==> src/rtl/q2e_pkg.sv <==
// Shared constants and arctangent table for the quaternion to Euler angle converter
`default_nettype none
package q2e_pkg;

  localparam int unsigned QUAT_W             = 32;
  localparam int unsigned QUAT_FRAC          = 30;
  localparam int unsigned PITCH_W            = 16;
  localparam int unsigned ANGLE_W            = 17;
  localparam int          PITCH_LIMIT        = 23050;
  localparam int          ANGLE_LIMIT        = 46100;
  localparam int unsigned ACC_W              = 34;
  localparam int unsigned TURN_W             = 32;
  localparam int unsigned PROD_W             = 64;
  localparam int unsigned ROUND_SHIFT        = 44;
  localparam int unsigned QUEUE_DEPTH        = 2;
  localparam int unsigned CORDIC_STAGES_DEF  = 24;
  localparam int unsigned FRACTION_BITS_DEF  = 30;

  localparam logic signed [PROD_W-1:0] ANGLE_SCALE  = 64'sd377515166;
  localparam logic signed [ACC_W-1:0]  QUARTER_TURN = 34'sd1073741824;

  function automatic logic [TURN_W-1:0] atan_turn(input logic [4:0] idx);
    logic [TURN_W-1:0] r;
    case (idx)
      5'd0:  r = 32'h20000000;
      5'd1:  r = 32'h12E4051E;
      5'd2:  r = 32'h09FB385B;
      5'd3:  r = 32'h051111D4;
      5'd4:  r = 32'h028B0D43;
      5'd5:  r = 32'h0145D7E1;
      5'd6:  r = 32'h00A2F61E;
      5'd7:  r = 32'h00517C55;
      5'd8:  r = 32'h0028BE53;
      5'd9:  r = 32'h00145F2F;
      5'd10: r = 32'h000A2F98;
      5'd11: r = 32'h000517CC;
      5'd12: r = 32'h00028BE6;
      5'd13: r = 32'h000145F3;
      5'd14: r = 32'h0000A2FA;
      5'd15: r = 32'h0000517D;
      5'd16: r = 32'h000028BE;
      5'd17: r = 32'h0000145F;
      5'd18: r = 32'h00000A30;
      5'd19: r = 32'h00000518;
      5'd20: r = 32'h0000028C;
      5'd21: r = 32'h00000146;
      5'd22: r = 32'h000000A3;
      5'd23: r = 32'h00000051;
      5'd24: r = 32'h00000029;
      5'd25: r = 32'h00000014;
      5'd26: r = 32'h0000000A;
      5'd27: r = 32'h00000005;
      5'd28: r = 32'h00000003;
      5'd29: r = 32'h00000001;
      5'd30: r = 32'h00000001;
      default: r = 32'h00000000;
    endcase
    return r;
  endfunction

endpackage
`default_nettype wire

==> src/rtl/q2e_queue.sv <==
// Short queue between front and back ends
`default_nettype none
module q2e_queue #(
  parameter int unsigned WIDTH = 8
) (
  input  wire logic             clk_i,
  input  wire logic             rst_ni,
  input  wire logic             push_i,
  input  wire logic [WIDTH-1:0] data_i,
  output logic                  full_o,
  output logic                  valid_o,
  output logic [WIDTH-1:0]      data_o
);
  import q2e_pkg::*;

  localparam int unsigned PTR_W = $clog2(QUEUE_DEPTH);
  localparam int unsigned CNT_W = $clog2(QUEUE_DEPTH + 1);

  logic [WIDTH-1:0] mem [0:QUEUE_DEPTH-1];
  logic [PTR_W-1:0] wr_q, rd_q;
  logic [CNT_W-1:0] cnt_q, cnt_d;
  logic             pop;
  logic             valid_q;
  logic [WIDTH-1:0] data_q;

  assign pop = (cnt_q != '0);

  always_comb begin
    cnt_d = cnt_q;
    if (push_i && !pop) begin
      cnt_d = cnt_q + CNT_W'(1);
    end else if (!push_i && pop) begin
      cnt_d = cnt_q - CNT_W'(1);
    end
  end

  always_ff @(posedge clk_i or negedge rst_ni) begin
    if (!rst_ni) begin
      wr_q    <= '0;
      rd_q    <= '0;
      cnt_q   <= '0;
      valid_q <= 1'b0;
    end else begin
      cnt_q   <= cnt_d;
      valid_q <= pop;
      if (push_i) begin
        wr_q <= wr_q + PTR_W'(1);
      end
      if (pop) begin
        rd_q <= rd_q + PTR_W'(1);
      end
    end
  end

  always_ff @(posedge clk_i) begin
    if (push_i) begin
      mem[wr_q] <= data_i;
    end
    if (pop) begin
      data_q <= mem[rd_q];
    end
  end

  assign full_o  = (cnt_q == CNT_W'(QUEUE_DEPTH));
  assign valid_o = valid_q;
  assign data_o  = data_q;

endmodule
`default_nettype wire

==> config.mk <==
export PLATFORM = sky130hd
export DESIGN_NAME = q2e_queue
export DESIGN_NICKNAME = d
export VERILOG_FILES = /design/src/rtl/q2e_pkg.sv /design/src/rtl/q2e_queue.sv
export SDC_FILE = /design/constraint.sdc
export NUM_CORES = 1
export LEC_CHECK = 0
export BUFFER_PORTS_ARGS = -buffer_cell sky130_fd_sc_hd__buf_2
export CORE_MARGIN = 2
export CORE_UTILIZATION = 45
export DETAILED_ROUTE_END_ITERATION = 6
export HOLD_SLACK_MARGIN = 0.02
export PLACE_DENSITY = 0.64
export RECOVER_POWER = 100
export SYNTH_ARGS = -nofsm -noshare
export SYNTH_HDL_FRONTEND = slang
export SYNTH_SLANG_ARGS = --single-unit
==> constraint.sdc <==
create_clock -name clk_i -period 1.95 [get_ports clk_i]
set_clock_uncertainty 0.05 [all_clocks]
set_input_delay 0.39 -clock clk_i [delete_from_list [all_inputs] [get_ports clk_i]]
set_output_delay 0.39 -clock clk_i [all_outputs]
set_load 0.01 [all_outputs]
==> impl_metrics.toml <==
[status]
status = "finished clean"

[route]
drtPass1Iterations = 3
route.detailed.drc = 0
num_vias = 505
antenna_left = 0
drt_iter0_markers = 3
postRouteWirelength_um = 1410
vias_per_cell = 4.72
wl_per_cell_um = 13.2

[floorplan]
die_w_um = 52.0
initial_utilization_pct = 47.3
die_h_um = 52.0
rows = 17
dieArea_um2 = 2700
io_pins = 21
core_um2 = 2190

[critical_path]
critPathMaxFanout = 4
worstRegToRegCells = 4
max_stage_delay_ns = 0.42
crit_arrival_ns = 1.10
cp_data_required_time_ns = 1.51
startpoint_type = "flip-flop"
worstPathCellList = "and2b_2 -> clkbuf_1"
reg2reg_slack_ns = 0.57
cp_slowest_cell = "dfrtp_1"
crit_path_end_kind = "primary output"
path_class = "flip-flop to primary output"

[sta]
post-route-min-period_ns = 1.54
final_max_slew_viol_count = 0
rsz0062_at_grt = "no"
finalSetupViolCount = 0
setup_ws_ns = 0.410
hold_viol_final = 0
worstMarginPinSlew_ns = 0.549
fmax_mhz = 650
fin_crit_sh_pct = 79.0
slew_headroom_pct = 63.4
tns_ns = 0
holdWs_ns = 0.206

[power_and_ir_drop]
switchingPower_mw = 0.535
p_sw_share_pct = 29.2
internal_power_mw = 1.30
pwr-share-comb_pct = 24.0
peakVddDrop_v = 0.000938
sequentialPowerShare_pct = 56.4
power_frac_clock_pct = 19.6
power_leakage_nw = 0.444
p_per_area_nw_per_um2 = 1510

[yosys]
ys_ff_latch = 29
syn-num-nets = 62
synth_common_cells = "24 x edfxtp_1, 8 x mux2_2, 5 x dfrtp_1"
syn_avg_cell_area_um2 = 20.7
syn_inst = 50
synth_ff_type = "edfxtp_1"
synthMostInstantiatedCell = "edfxtp_1"
syn_area_um2 = 1040
yosysWarnings = 0
synth_area_leaders = "edfxtp_1 70%, dfrtp_1 12%, mux2_2 8.7%"
ys_seq_area_share_pct = 81.6
ys_types = 12
synth_top_area_share_pct = 69.6
synth.largest_area_cell = "edfxtp_1"
async_reset_ff_share_pct = 17.2
synth_edf_count = 24

[clock_network]
post-cts-setup-buffers = 0
cts-root-buf = "clkbuf_4"
clockBufferDepth = 2
clk_pin_slew_ns = 0.09
clock_latency_ns = 0.32
cts_inserted_buffers = 5
cts_tree = "built"
h-tree-depth = 2
cts.sinks = 29

[final_layout]
final_cells = 107
fillers = 190
seqCellArea_um2 = 846
nets = 90
diodes = 0
syn2layout_area_growth_pct = 17.4
multi_input_comb_area_um2 = 175
drive_gt1_share_pct = 27.8

[placed_design]
pre_cts_ws_ns = 0.563
gp_congestion = 0.678
dp.cells = 98
portBuffers = 20
dp_hpwl_um = 940

[job]
max_cap_viol_count = 0

[global_routing]
grt_first_pass_wirelength_um = 2370
grt_max_degree = 10
grtUsageMet1_pct = 15.1
first_global_vias = 526
gr-usage-met3_pct = 6.90
busiest_layer = "met2"
grtUsageMet2_pct = 20.5
grt_antenna_before_repair = 0
grt_overflow = 0
track_usage_pct = 14.0

[hold_path]
min_path_cells = 1
hold_class = "input pin to flip-flop"
==> cells by family after synthesis <==
family                   synth area share [%]
XOR/XNOR                                 4.23
adder cells (fa/ha/maj)                  1.21
buffers and inverters                    1.45
flip-flops                               81.6
multiplexers                             8.70
AND/OR/NAND/NOR                          2.78
==> metal layers <==
| metal | up-vias | wire (µm) |
|---|---|---|
| met5 | - | 0 |
| met4 | 0 | 48 |
| met3 | 7 | 83 |
| met2 | 15 | 704 |
| met1 | 241 | 577 |
| li1 | 242 | - |
==> power by group through the flow <==
stage | sequential (mW) | combinational, mW | clock [mW]
floorplan | 1.07 | 0.299 | 0
global route | 1.07 | 0.498 | 0.402
global placement | 1.05 | 0.474 | 0
detailed placement | 1.05 | 0.487 | 0
finish | 1.04 | 0.440 | 0.360
CTS | 1.04 | 0.489 | 0.377
==> critical path, delay by kind of cell (launching register included) <==
kind	cells	cell delay [ns]
buf+inv	1	0.14
simple gates	1	0.22
flops	1	0.42
==> per-stage QoR <==
| stage | util, % | total power [mW] | cell area [µm²] |
|---|---|---|---|
| 2_1_floorplan | - | 1.36 | 1040 |
| 3_3_place_gp | 53.3 | 1.52 | 1170 |
| 3_5_place_dp | 53.3 | 1.54 | 1170 |
| 4_1_cts | 56.5 | 1.90 | 1240 |
| 5_1_grt | 55.5 | 1.97 | 1220 |
| 6_report | 55.5 | 1.84 | 1220 |
==> cell type report <==
cell class	count	area share, %
clock buffers	6	4.22
clock inverters	2	0.720
inverters	1	0.309
multi-input cells	19	14.4
flip-flops and latches	29	69.5
well taps	28	2.88
repair buffers	22	7.92
==> cells in the final DEF (no fill, tap or decap) <==
cell and instances:
dlygate4sd3_1 1, clkinv_1 1, nor2_1 2, ha_1 1, dfrtp_1 5, and2_0 1, and2b_2 1, clkbuf_4 5
xnor2_1 2, nor2b_1 1, clkinv_2 1, clkbuf_1 15, buf_2 6, inv_1 1, edfxtp_1 24, xor2_1 3
clkbuf_8 1, mux2_2 8
==> final timing paths <==
check | from | to
setup / recovery | cnt_q[0] | full_o
hold / removal | data_i[6] | mem[1][6]
setup reg to reg | cnt_q[1] | cnt_q[1]
hold reg to reg | wr_q | wr_q
max in group asynchronous | rst_ni | rd_q
min in group asynchronous | rst_ni | valid_o
==> sequential cells by signal, summed over array words and instances, names as in the netlist <==
name     flops
mem         16
data_o       8
cnt_q        2
rd_q         1
valid_o      1
wr_q         1
==> repair_timing <==
| item | 4_1_cts | 5_1_grt |
|---|---|---|
| endpoints found under the hold margin | 5 | 0 |
| resized for setup | 0 | 0 |
| hold buffers | 1 | 0 |
Note: power is estimated with default switching activity, not from simulation.
